[config.mk]
export PLATFORM = sky130hd
export DESIGN_NAME = led_display_buffer_controller_unit
export DESIGN_NICKNAME = d
export VERILOG_FILES = /design/src/rtl/ldbc_pkg.sv /design/src/rtl/ldbc_ctrl.sv /design/src/rtl/ldbc_datapath.sv /design/src/rtl/led_display_buffer_controller_unit.sv
export SDC_FILE = /design/constraint.sdc
export NUM_CORES = 1
export LEC_CHECK = 0
export BUFFER_PORTS_ARGS = -buffer_cell sky130_fd_sc_hd__buf_2
export CAP_MARGIN = 10
export CORE_MARGIN = 3
export CORE_UTILIZATION = 56
export CTS_BUF_LIST = sky130_fd_sc_hd__clkbuf_16
export CTS_CLUSTER_SIZE = 10
export DETAILED_ROUTE_END_ITERATION = 8
export PLACE_DENSITY = 0.84
export SLEW_MARGIN = 20
export SYNTH_ARGS = -nofsm -noshare
export SYNTH_HDL_FRONTEND = slang
export SYNTH_SLANG_ARGS = --single-unit
[constraint.sdc]
create_clock -name aclk -period 3.21 [get_ports aclk]
set_input_delay 0 -clock aclk [delete_from_list [all_inputs] [get_ports aclk]]
set_output_delay 0 -clock aclk [all_outputs]
set_load 0.03 [all_outputs]
[src/rtl/ldbc_pkg.sv]
`timescale 1ns / 1ps
// ----------------------------------------------------------------------------
// ldbc_pkg
// Shared constants and types for the LED display buffer controller: operation
// codes, driver command bytes, field widths and the controller command bundle.
// ----------------------------------------------------------------------------
package ldbc_pkg;

    // Store geometry
    localparam int STORE_BYTES = 16;
    localparam int ADDR_W      = 4;
    localparam int BYTE_W      = 8;
    localparam int LEVEL_W     = 4;
    localparam int OP_W        = 3;
    localparam int IDX_W       = 5;

    // Input tdata layout, lowest bit first
    localparam int SD_W = ADDR_W + 2 * BYTE_W + LEVEL_W;

    // Operation codes
    localparam logic [OP_W-1:0] OP_UPDATE  = 3'd0;
    localparam logic [OP_W-1:0] OP_CLEAR   = 3'd1;
    localparam logic [OP_W-1:0] OP_REFRESH = 3'd2;
    localparam logic [OP_W-1:0] OP_BRIGHT  = 3'd3;
    localparam logic [OP_W-1:0] OP_INIT    = 3'd4;

    // Driver command bytes
    localparam logic [BYTE_W-1:0] CMD_MODE     = 8'h40;
    localparam logic [BYTE_W-1:0] CMD_DISPLAY  = 8'h80;
    localparam logic [BYTE_W-1:0] CMD_ADDRESS  = 8'hC0;
    localparam logic [BYTE_W-1:0] DISPLAY_ON   = 8'h08;
    localparam logic [BYTE_W-1:0] INIT_CONTROL = 8'h8F;

    // Emit index of the final byte of each emitting operation
    localparam logic [IDX_W-1:0] REFRESH_LAST_IDX = IDX_W'(STORE_BYTES);
    localparam logic [IDX_W-1:0] BRIGHT_LAST_IDX  = 5'd0;
    localparam logic [IDX_W-1:0] INIT_LAST_IDX    = 5'd1;

    // Commands from the controller to the datapath
    typedef struct packed {
        logic              upd_en;   // masked store write from the input item
        logic              clr_en;   // zero the whole store
        logic              capture;  // latch the brightness level
        logic              emit;     // load the output register
        logic              emit_last;
        logic [OP_W-1:0]   op;
        logic [IDX_W-1:0]  idx;
    } cmd_t;

endpackage

[src/rtl/ldbc_ctrl.sv]
`timescale 1ns / 1ps
// ----------------------------------------------------------------------------
// ldbc_ctrl
// Controller state machine: accepts one item, steps the emit index through
// the bytes of the operation and tells the datapath what to do each cycle.
// ----------------------------------------------------------------------------
module ldbc_ctrl (
    input  logic                       aclk,
    input  logic                       aresetn,
    input  logic                       s_tvalid,
    output logic                       s_tready,
    input  logic [ldbc_pkg::OP_W-1:0]  s_op,
    input  logic                       out_free,
    output ldbc_pkg::cmd_t             cmd
);

    localparam logic ST_IDLE = 1'b0;
    localparam logic ST_EMIT = 1'b1;

    logic                        state_reg, state_next;
    logic [ldbc_pkg::OP_W-1:0]   op_reg, op_next;
    logic [ldbc_pkg::IDX_W-1:0]  idx_reg, idx_next;
    logic                        accept;
    logic                        is_last;

    assign s_tready = (state_reg == ST_IDLE);
    assign accept   = s_tvalid && s_tready;

    // Final byte of the running operation
    always_comb begin
        case (op_reg)
            ldbc_pkg::OP_REFRESH: is_last = (idx_reg == ldbc_pkg::REFRESH_LAST_IDX);
            ldbc_pkg::OP_BRIGHT:  is_last = (idx_reg == ldbc_pkg::BRIGHT_LAST_IDX);
            ldbc_pkg::OP_INIT:    is_last = (idx_reg == ldbc_pkg::INIT_LAST_IDX);
            default:              is_last = 1'b1;
        endcase
    end

    // Next state and commands
    always_comb begin
        state_next    = state_reg;
        op_next       = op_reg;
        idx_next      = idx_reg;
        cmd           = '0;
        cmd.op        = op_reg;
        cmd.idx       = idx_reg;
        cmd.emit_last = is_last;
        case (state_reg)
            ST_IDLE: begin
                if (accept) begin
                    cmd.capture = 1'b1;
                    cmd.upd_en  = (s_op == ldbc_pkg::OP_UPDATE);
                    cmd.clr_en  = (s_op == ldbc_pkg::OP_CLEAR);
                    if (s_op inside {ldbc_pkg::OP_REFRESH, ldbc_pkg::OP_BRIGHT,
                                     ldbc_pkg::OP_INIT}) begin
                        state_next = ST_EMIT;
                        op_next    = s_op;
                        idx_next   = '0;
                    end
                end
            end
            ST_EMIT: begin
                if (out_free) begin
                    cmd.emit = 1'b1;
                    if (is_last) begin
                        state_next = ST_IDLE;
                    end else begin
                        idx_next = idx_reg + 1'b1;
                    end
                end
            end
            default: begin
                state_next = ST_IDLE;
            end
        endcase
    end

    // Hold control state
    always_ff @(posedge aclk) begin
        if (!aresetn) begin
            state_reg <= ST_IDLE;
            op_reg    <= ldbc_pkg::OP_UPDATE;
            idx_reg   <= '0;
        end else begin
            state_reg <= state_next;
            op_reg    <= op_next;
            idx_reg   <= idx_next;
        end
    end

endmodule

[src/rtl/ldbc_datapath.sv]
`timescale 1ns / 1ps
// ----------------------------------------------------------------------------
// ldbc_datapath
// Display store, wiring register, byte selection and the output register
// that holds one byte until the downstream side takes it.
// ----------------------------------------------------------------------------
module ldbc_datapath (
    input  logic                          aclk,
    input  logic                          aresetn,
    input  logic                          cfg_we,
    input  logic                          cfg_wdata,
    input  logic [ldbc_pkg::SD_W-1:0]     s_tdata,
    input  ldbc_pkg::cmd_t                cmd,
    output logic                          out_free,
    output logic                          m_tvalid,
    input  logic                          m_tready,
    output logic [ldbc_pkg::BYTE_W-1:0]   m_tdata,
    output logic                          m_tuser,
    output logic                          m_tlast
);

    logic [ldbc_pkg::BYTE_W-1:0]  store_reg  [ldbc_pkg::STORE_BYTES];
    logic [ldbc_pkg::BYTE_W-1:0]  store_next [ldbc_pkg::STORE_BYTES];
    logic                         anode_reg;
    logic [ldbc_pkg::LEVEL_W-1:0] level_reg;
    logic                         valid_reg, valid_next;
    logic [ldbc_pkg::BYTE_W-1:0]  byte_reg;
    logic                         fend_reg;
    logic                         last_reg;

    logic [ldbc_pkg::ADDR_W-1:0]  in_addr;
    logic [ldbc_pkg::BYTE_W-1:0]  in_value;
    logic [ldbc_pkg::BYTE_W-1:0]  in_mask;
    logic [ldbc_pkg::LEVEL_W-1:0] in_level;
    logic [ldbc_pkg::LEVEL_W-1:0] level_m1;
    logic [ldbc_pkg::IDX_W-1:0]   idx_m1;
    logic [ldbc_pkg::ADDR_W-1:0]  rd_addr;
    logic [ldbc_pkg::BYTE_W-1:0]  sel_byte;
    logic                         sel_fend;

    // Unpack the input item
    assign in_addr  = s_tdata[ldbc_pkg::ADDR_W-1:0];
    assign in_value = s_tdata[ldbc_pkg::ADDR_W +: ldbc_pkg::BYTE_W];
    assign in_mask  = s_tdata[ldbc_pkg::ADDR_W + ldbc_pkg::BYTE_W +: ldbc_pkg::BYTE_W];
    assign in_level = s_tdata[ldbc_pkg::ADDR_W + 2 * ldbc_pkg::BYTE_W +: ldbc_pkg::LEVEL_W];

    // Store update: masked byte write, transposed bit write or clear
    always_comb begin
        for (int j = 0; j < ldbc_pkg::STORE_BYTES; j++) begin
            store_next[j] = store_reg[j];
            if (cmd.clr_en) begin
                store_next[j] = '0;
            end else if (cmd.upd_en) begin
                if (!anode_reg) begin
                    if (in_addr == ldbc_pkg::ADDR_W'(j)) begin
                        store_next[j] = (store_reg[j] & ~in_mask) | (in_value & in_mask);
                    end
                end else if ((j % 2) == int'(in_addr[ldbc_pkg::ADDR_W-1])
                             && in_mask[j / 2]) begin
                    store_next[j][in_addr[2:0]] = in_value[j / 2];
                end
            end
        end
    end

    // Byte for the current emit step
    assign idx_m1   = cmd.idx - 1'b1;
    assign rd_addr  = idx_m1[ldbc_pkg::ADDR_W-1:0];
    assign level_m1 = level_reg - 1'b1;

    always_comb begin
        sel_fend = 1'b1;
        case (cmd.op)
            ldbc_pkg::OP_REFRESH: begin
                sel_byte = (cmd.idx == '0) ? ldbc_pkg::CMD_ADDRESS : store_reg[rd_addr];
                sel_fend = cmd.emit_last;
            end
            ldbc_pkg::OP_BRIGHT: begin
                if (level_reg == '0) begin
                    sel_byte = ldbc_pkg::CMD_DISPLAY;
                end else begin
                    sel_byte = ldbc_pkg::CMD_DISPLAY | ldbc_pkg::DISPLAY_ON
                             | {5'd0, level_m1[2:0]};
                end
            end
            ldbc_pkg::OP_INIT: begin
                sel_byte = (cmd.idx == '0) ? ldbc_pkg::CMD_MODE : ldbc_pkg::INIT_CONTROL;
            end
            default: begin
                sel_byte = '0;
            end
        endcase
    end

    // Output register is free when empty or being taken
    assign out_free   = !valid_reg || m_tready;
    assign valid_next = cmd.emit ? 1'b1 : (m_tready ? 1'b0 : valid_reg);

    always_ff @(posedge aclk) begin
        if (!aresetn) begin
            valid_reg <= 1'b0;
            anode_reg <= 1'b0;
            for (int j = 0; j < ldbc_pkg::STORE_BYTES; j++) begin
                store_reg[j] <= '0;
            end
        end else begin
            valid_reg <= valid_next;
            if (cfg_we) begin
                anode_reg <= cfg_wdata;
            end
            for (int j = 0; j < ldbc_pkg::STORE_BYTES; j++) begin
                store_reg[j] <= store_next[j];
            end
        end
    end

    // Hold payload
    always_ff @(posedge aclk) begin
        if (cmd.capture) begin
            level_reg <= in_level;
        end
        if (cmd.emit) begin
            byte_reg <= sel_byte;
            fend_reg <= sel_fend;
            last_reg <= cmd.emit_last;
        end
    end

    assign m_tvalid = valid_reg;
    assign m_tdata  = byte_reg;
    assign m_tuser  = fend_reg;
    assign m_tlast  = last_reg;

endmodule

[src/rtl/led_display_buffer_controller_unit.sv]
`timescale 1ns / 1ps
// ----------------------------------------------------------------------------
// led_display_buffer_controller_unit
// Host-side controller for a 16-byte LED driver display RAM: keeps the store
// and turns host operations into command and data bytes for the driver chip.
// ----------------------------------------------------------------------------
// The block takes one operation at a time. Update and clear finish in the
// accept cycle and the next item can be taken in the cycle after. Refresh
// emits the address command and the 16 store bytes, one byte per cycle
// unless the downstream side stalls, through a single output register;
// brightness emits one byte and init two. Downstream stalls hold the block.
// The input side is free again as soon as the final byte is loaded, while that
// byte still waits to be taken. The store resets to zero.
module led_display_buffer_controller_unit (
    input  logic                        aclk,
    input  logic                        aresetn,
    // Configuration: anode_wiring
    input  logic                        cfg_we,
    input  logic                        cfg_wdata,
    // Input items
    input  logic                        s_tvalid,
    output logic                        s_tready,
    input  logic [ldbc_pkg::SD_W-1:0]   s_tdata,  // address, value, bit_mask, level
    input  logic [ldbc_pkg::OP_W-1:0]   s_tuser,  // operation
    // Result items
    output logic                        m_tvalid,
    input  logic                        m_tready,
    output logic [ldbc_pkg::BYTE_W-1:0] m_tdata,  // out_byte
    output logic                        m_tuser,  // frame_end
    output logic                        m_tlast   // last
);

    ldbc_pkg::cmd_t cmd;
    logic           out_free;

    ldbc_ctrl u_ctrl (
        .aclk     (aclk),
        .aresetn  (aresetn),
        .s_tvalid (s_tvalid),
        .s_tready (s_tready),
        .s_op     (s_tuser),
        .out_free (out_free),
        .cmd      (cmd)
    );

    ldbc_datapath u_datapath (
        .aclk      (aclk),
        .aresetn   (aresetn),
        .cfg_we    (cfg_we),
        .cfg_wdata (cfg_wdata),
        .s_tdata   (s_tdata),
        .cmd       (cmd),
        .out_free  (out_free),
        .m_tvalid  (m_tvalid),
        .m_tready  (m_tready),
        .m_tdata   (m_tdata),
        .m_tuser   (m_tuser),
        .m_tlast   (m_tlast)
    );

endmodule
==> impl_results.md, run 1 <==
- Run status: complete, no violations
- CTS Buffer Depth: 2
- Share of post-route cells with drive strength above 1: 18.2%
- Sequential share of power: 45.8%
- Maximum ir drop on the vdd rail: 0.000383 V
- Share of the yosys chip area belonging to registers: 39.1%
- Syn Std Cell Area: 8190 um2
- Net count after synthesis: 910
- Switching part of the total: 24.6%
- Flip-flop cell with the highest count after synthesis: dfxtp_1
- Pwr/cell area: 462 nW/um2
- Starting density of the core: 58.1%
- Class of the tightest hold or removal check: in2reg
- Global routing usage on met1: 38.0%
- Total negative slack: 0 ps
- Clock input transition at the sequential cells of the worst setup and hold paths: 60 ps
- Setup slack on the worst flop-to-flop path: 650 ps
- Count of nets after finishing: 943
- Global-route total usage across every layer: 28.8%
- Slew @ Worst Pin: 1030 ps
- Clock Latency Late Sink: 430 ps
- Final antenna diode count: 0
- Hold path endpoint: u_ctrl.op_reg[1]
- Wire length of the first global-routing pass: 36,900 um
- Standby leakage power: 3.11 nW
- Leading post-synthesis cells by instance count: 139 x dfxtp_1, 123 x a21oi_1, 76 x a211oi_1
- Clock H-tree levels: 4
- GR Layer Usage met2: 45.4%
- GR Util met3: 7.20%
- Full die area: 16,100 um2
- Maximum number of pins on one net before global-route repair: 62
- Weighted congestion reported at the end of routability-driven placement: 0.968
- Worst hold slack across all endpoints: 64.7 ps
- Post-synthesis cell type with the largest combined area: dfxtp_1
- Minimum period implied by the final worst setup slack: 2560 ps
- Gate power share: 9.0%
- Crit share post-route: 79.7%
- Final Hold Vio Count: 0
- MaxCap Viol Count: 0
- Crit start category: register
- Avg Cell Area, Syn: 9.40 um2
- Synth Instances: 872
- Psw: 1.05 mW
- Top post-synthesis cells by area: dfxtp_1 34%, mux4_2 9.1%, a21oi_1 7.5%, a211oi_1 7.0%, edfxtp_1 5.1%
- Cts bufs inserted: 17
- Data required time of the worst path: 3540 ps
- Number of enable-type register cells in the synthesized netlist: 14
- Post-synthesis to final-layout area growth: 12.6%
- Post-synth ARST share: 0%
- Startpoint of the lowest-slack hold path: s_tuser[1]
- Clock network power share: 45.2%
- Data arrival time of the worst path: 2890 ps
- HPWL after detailed placement: 15,000 um
- Achievable clock frequency: 391 MHz
- Top cell type's share of synthesized area: 34.0%
- Yosys warning count: 0
- Register-to-Register Path Depth: 6
- Number of global-route vias before repair: 6,966
- Total Wirelength: 23,000 um
- Chip width: 127 um
- Cell variety after synth: 62
- R2r startpoint: u_ctrl.state_reg
- TritonCTS sink count: 153
- Final setup violation count: 0
- Height of the die: 127 um
- Core Footprint: 14,100 um2
- Setup repair after global routing missed its margin: false
- GRT busiest layer: met2
- Via count: 7,350
- Number of cell rows: 43
- Initial antenna violation count: 0
- Via density per instance: 6.71
- WS Path Type: reg2reg
- Synthesized flop and latch total: 153
- Remaining design rule violation count: 0
- Library cell with the highest instance count after synthesis: dfxtp_1
- Critical Path Sink Type: register
- TritonCTS clock tree: built
- Port Buf Inserts: 44
- Internal portion of total power: 3.21 mW
- Max Fanout on Critical Path: 15
- Pre-Repair DR Iteration Count: 5
- Count of final max-slew check failures: 0
- Count of instances resized after the clock tree is built: 0
- Worst clock skew: 7.97 ps
- Worst hold path depth: 4
- Drt first-iter violations: 831
- Drt wl/cell: 21.0 um
- Relative slew slack: 31.0%
- Cell at the root of the clock tree: clkbuf_16
- Overall overflow remaining after global route: 0
- Count of boundary I/O pins: 45
- Post-route antenna net violation count: 0
[routing by layer]
metal,routed length [um],up-vias
met3,2470,86
met2,10700,456
met4,809,0
met5,0,-
met1,9090,3459
li1,-,3349
[worst max-delay path: stages, from the launching register on]
cell and delay, ps:
dfxtp_1 400, or4b_4 520, nor2_1 270, buf_4 270, and2_1 540, a21oi_1 170
a311oi_1 290
[cells by family after synthesis]
family / count (synthesis) / synth area share [%]
compound gates: 312 / 25.8
xor+xnor: 3 / 0.321
simple gates: 239 / 15.1
mux: 63 / 12.8
buf+inv: 97 / 6.05
fa+ha+maj: 5 / 0.764
flops: 153 / 39.1
[final cells by class]
type / instances / area, um2
timing repair buffer: 95 / 671
tap: 180 / 225
clock inverter: 12 / 106
sequential: 153 / 3200
fill: 1109 / 4870
multi-input combinational: 622 / 4510
inverter: 16 / 60.1
clock buffer: 18 / 450
[how the worst max path moves through the flow]
stage | cells after the start | from | slack, ps | endpoint
after global routing | 7 | u_datapath.anode_reg | 450 | register
after floorplan | 10 | u_ctrl.idx_reg[0] | 170 | u_datapath.m_tdata[6]
after CTS | 7 | u_datapath.anode_reg | 700 | register
after global placement | 7 | u_ctrl.idx_reg[1] | 770 | u_datapath.m_tdata[1]
after detailed placement | 7 | u_datapath.anode_reg | 730 | register
final | 6 | u_ctrl.state_reg | 650 | register
[cells in the final DEF, fill, tap and decap left out, types with 32 or more instances in the layout]
cell,Yosys,routed
nand3_1,41,41
buf_4,6,32
dfxtp_1,139,138
a21oi_1,123,123
buf_2,27,44
nand2_1,65,64
a211oi_1,76,76
nor2_1,47,47
o21ai_0,56,55
mux4_2,33,33
[through the flow]
step | worst slack, ps | util, % | instance area [um2] | power, mW | instances
after global routing | 446 | 65.5 | 9230 | 4.39 | 1096
after detailed placement | 730 | 60.3 | 8500 | 2.34 | 1049
after floorplan | 167 | - | 8190 | 2.22 | 872
after global placement | 767 | 60.3 | 8500 | 2.34 | 1049
final | 651 | 65.5 | 9230 | 4.26 | 1096
after CTS | 696 | 65.5 | 9230 | 4.26 | 1096
[power by group through the flow]
stage	Sequential (mW)	Clock, mW	Combinational [mW]
after floorplan	1.99	0	0.236
after global placement	1.99	0	0.350
after detailed placement	1.99	0	0.352
after CTS	1.95	1.93	0.371
after global routing	1.95	2.03	0.406
final	1.95	1.93	0.382
[what timing repair did]
item | 4_1_cts | 5_1_grt
buffers inserted | 0 | 0
hold buffers | 17 | 0
hold endpoints to repair | 21 | 0
Note: power is estimated with default switching activity, not from simulation.
==> run 2: changes to the inputs <==
--- a/config.mk
+++ b/config.mk
@@ -5,14 +5,15 @@
 export SDC_FILE = /design/constraint.sdc
 export NUM_CORES = 1
 export LEC_CHECK = 0
+export ABC_AREA = 1
 export BUFFER_PORTS_ARGS = -buffer_cell sky130_fd_sc_hd__buf_2
 export CAP_MARGIN = 10
 export CORE_MARGIN = 3
-export CORE_UTILIZATION = 56
+export CORE_UTILIZATION = 58
 export CTS_BUF_LIST = sky130_fd_sc_hd__clkbuf_16
 export CTS_CLUSTER_SIZE = 10
 export DETAILED_ROUTE_END_ITERATION = 8
-export PLACE_DENSITY = 0.84
+export PLACE_DENSITY = 0.83
 export SLEW_MARGIN = 20
 export SYNTH_ARGS = -nofsm -noshare
 export SYNTH_HDL_FRONTEND = slang
==> constraint.sdc (replaced) <==
create_clock -name aclk -period 2.7 [get_ports aclk]
set_input_delay 0 -clock aclk [delete_from_list [all_inputs] [get_ports aclk]]
set_output_delay 0 -clock aclk [all_outputs]
set_load 0.03 [all_outputs]
==> impl_results.md, run 2 <==
- Run status: finished, violations left (was complete, no violations)
- Failing checks: design-rule violations
- Maximum ir drop on the vdd rail: 0.000435 V (was 0.000383 V)
- Crit start category: register (unchanged)
- Clock H-tree levels: 4 (unchanged)
- Total negative slack: 0 ps (unchanged)
- Drt first-iter violations: 1,871 (was 831)
- GR Util met3: 10.9% (was 7.20%)
- Global-route total usage across every layer: 36.0% (was 28.8%)
- Synthesized flop and latch total: 153 (unchanged)
- Port Buf Inserts: 44 (unchanged)
- Number of post-CTS setup repair buffers: 0 (unchanged)
- Class of the tightest hold or removal check: in2reg (unchanged)
- Library cell with the highest instance count after synthesis: nand2_1 (was dfxtp_1)
- Switching part of the total: 31.7% (was 24.6%)
- Count of boundary I/O pins: 45 (unchanged)
- Wire length of the first global-routing pass: 45,400 um (was 36,900 um)
- Remaining design rule violation count: 8 (was 0)
- GR Layer Usage met2: 52.7% (was 45.4%)
- Standby leakage power: 3.63 nW (was 3.11 nW)
- Pre-Repair DR Iteration Count: 9 (was 5)
- Non-filler cells in the finished layout: 1,451 (was 1,096)
- Clock network power share: 39.2% (was 45.2%)
- Core Footprint: 14,000 um2 (was 14,100 um2)
- Leading post-synthesis cells by instance count: 188 x nand2_1, 162 x o21ai_0, 141 x a21oi_1 (was 139 x dfxtp_1, 123 x a21oi_1, 76 x a211oi_1)
- Overall overflow remaining after global route: 0 (unchanged)
- Setup repair after global routing missed its margin: false (unchanged)
- Commonest cells after routing, fill and taps aside: 188 x nand2_1, 162 x o21ai_0, 141 x a21oi_1 (was 138 x dfxtp_1, 123 x a21oi_1, 76 x a211oi_1)
- Number of cell rows: 43 (unchanged)
- Weighted congestion reported at the end of routability-driven placement: 0.958 (was 0.968)
- Count of nets after finishing: 1,295 (was 943)
- Cell count after placement: 1,399 (was 1,049)
- Minimum period implied by the final worst setup slack: 2430 ps (was 2560 ps)
- Syn Std Cell Area: 8350 um2 (was 8190 um2)
- Data arrival time of the worst path: 2620 ps (was 2890 ps)
- HPWL after detailed placement: 18,500 um (was 15,000 um)
- Worst hold path depth: 5 (was 4)
- MaxCap Viol Count: 0 (unchanged)
- GRT busiest layer: met2 (unchanged)
- Number of enable-type register cells in the synthesized netlist: 14 (unchanged)
- Relative slew slack: 39.1% (was 31.0%)
- Clock input transition at the sequential cells of the worst setup and hold paths: 60 ps (about the same)
- Chip width: 126 um (was 127 um)
- Cell variety after synth: 41 (was 62)
- Starting density of the core: 59.7% (was 58.1%)
- Top cell type's share of synthesized area: 33.3% (was 34.0%)
- Yosys warning count: 0 (unchanged)
- TritonCTS sink count: 153 (unchanged)
- Worst clock skew: 9.74 ps (was 7.97 ps)
- Initial antenna violation count: 1 (was 0)
- Layout filler cell count: 1,243 (was 1,109)
- Clock Latency Late Sink: 430 ps (about the same)
- Post-route antenna net violation count: 0 (unchanged)
- Share of post-route cells with drive strength above 1: 9.61% (was 18.2%)
- Final Hold Vio Count: 0 (unchanged)
- Data required time of the worst path: 2880 ps (was 3540 ps)
- Count of final max-slew check failures: 0 (unchanged)
- Crit share post-route: 90.0% (was 79.7%)
- Maximum number of pins on one net before global-route repair: 61 (was 62)
- Final setup violation count: 0 (unchanged)
- Cell at the root of the clock tree: clkbuf_16 (unchanged)
- Sequential share of power: 40.5% (was 45.8%)
- Post-synthesis to final-layout area growth: 11.2% (was 12.6%)
- Register-to-Register Path Depth: 9 (was 6)
- Top post-synthesis cells by area: dfxtp_1 33%, o21ai_0 9.7%, a21oi_1 8.5%, nand2_1 8.5%, nor3_1 7.1% (was dfxtp_1 34%, mux4_2 9.1%, a21oi_1 7.5%, a211oi_1 7.0%, edfxtp_1 5.1%)
- Avg Cell Area, Syn: 6.78 um2 (was 9.40 um2)
- Slew @ Worst Pin: 913 ps (was 1030 ps)
- Via count: 9,443 (was 7,350)
- Drt wl/cell: 20.2 um (was 21.0 um)
- Pwr/cell area: 624 nW/um2 (was 462 nW/um2)
- Total Wirelength: 29,300 um (was 23,000 um)
- Leading cell type in the layout, fill and taps excluded: nand2_1 (was dfxtp_1)
- Flip-flop cell with the highest count after synthesis: dfxtp_1 (unchanged)
- Count of instances resized after the clock tree is built: 0 (unchanged)
- TritonCTS clock tree: built (unchanged)
- Via density per instance: 6.51 (was 6.71)
- Full die area: 15,900 um2 (was 16,100 um2)
- Cts bufs inserted: 17 (unchanged)
- Global routing usage on met1: 47.5% (was 38.0%)
- Share of the yosys chip area belonging to registers: 38.4% (was 39.1%)
- Worst hold slack across all endpoints: 77.9 ps (was 64.7 ps)
- Net count after synthesis: 1,269 (was 910)
- Number of global-route vias before repair: 8,482 (was 6,966)
- Critical Path Sink Type: register (unchanged)
- Post-synthesis cell type with the largest combined area: dfxtp_1 (unchanged)
- CTS Buffer Depth: 2 (unchanged)
- Gate power share: 20.3% (was 9.0%)
- Psw: 1.84 mW (was 1.05 mW)
- Achievable clock frequency: 411 MHz (was 391 MHz)
- Max Fanout on Critical Path: 21 (was 15)
- Post-synth ARST share: 0% (unchanged)
- Internal portion of total power: 3.96 mW (was 3.21 mW)
- Height of the die: 126 um (was 127 um)
- WS Path Type: reg2reg (unchanged)
- Synth Instances: 1,231 (was 872)
## run 2: final cells by class
type / instances / area [um2] / share of cell area (%)
timing repair buffer: 81 / 558 / 6.01
inverter: 87 / 335 / 3.61
antenna: 1 / 2.50 / 0.0270
tap: 180 / 225 / 2.43
sequential: 153 / 3200 / 34.5
clock inverter: 15 / 118 / 1.27
clock buffer: 17 / 425 / 4.58
multi-input combinational: 917 / 4420 / 47.6
## run 2: cells by family (layout without fill, tap and decap cells)
kind of cell | after synthesis | in the layout | synth area share (%)
AO/OA/AOI/OAI | 359 | 359 | 23.2
XOR/XNOR | 2 | 2 | 0.210
adder cells (fa/ha/maj) | 5 | 5 | 0.750
buffers and inverters | 161 | 200 | 8.71
flip-flops | 153 | 153 | 38.4
other | 0 | 1 | 0
AND/OR/NAND/NOR | 551 | 551 | 28.8
## run 2: timing repair
| item | 4_1_cts | 5_1_grt |
|---|---|---|
| hold endpoints to repair | 35 | 0 |
| hold buffers | 19 | 0 |
| setup endpoints to repair | 0 | 0 |
## run 2: worst max-delay path: stages, from the launching register on
cell	delay, ps
dfxtp_2	340
clkinv_1	150
ha_1	260
xnor2_1	140
inv_1	650
nand3_1	230
nand3_1	160
nand3_1	130
nand2_1	80
nand2_1	40
## run 2: path summary, 6_finish.rpt
path | start | endpoint | slack (ps)
max reg2reg | u_ctrl.idx_reg[0] | u_datapath.m_tdata[7] | 270
min | s_tdata[19] | register | 80
max | u_ctrl.idx_reg[0] | u_datapath.m_tdata[7] | 270
min reg2reg | register | register | 450
## run 2: power groups by stage
stage / combinational [mW] / clock [mW] / sequential [mW]
2_1_floorplan: 0.733 / 0 / 2.40
3_3_place_gp: 1.07 / 0 / 2.40
3_5_place_dp: 1.08 / 0 / 2.40
4_1_cts: 1.11 / 2.25 / 2.35
5_1_grt: 1.25 / 2.35 / 2.35
6_report: 1.18 / 2.27 / 2.35
## run 2: per-stage QoR
step,cell area (um2),util (%),power (mW),worst slack (ps)
final,9290,66.4,5.80,269
after global routing,9280,66.4,5.95,168
after CTS,9280,66.4,5.71,395
after detailed placement,8550,61.1,3.48,418
after global placement,8550,61.1,3.46,486
after floorplan,8350,-,3.14,446
## run 2: metal layers
| metal | vias to the layer above | part of all wire [%] |
|---|---|---|
| met1 | 4247 | 37 |
| met2 | 781 | 42 |
| met3 | 142 | 15 |
| li1 | 4273 | - |
| met4 | 0 | 5.9 |
| met5 | - | 0 |
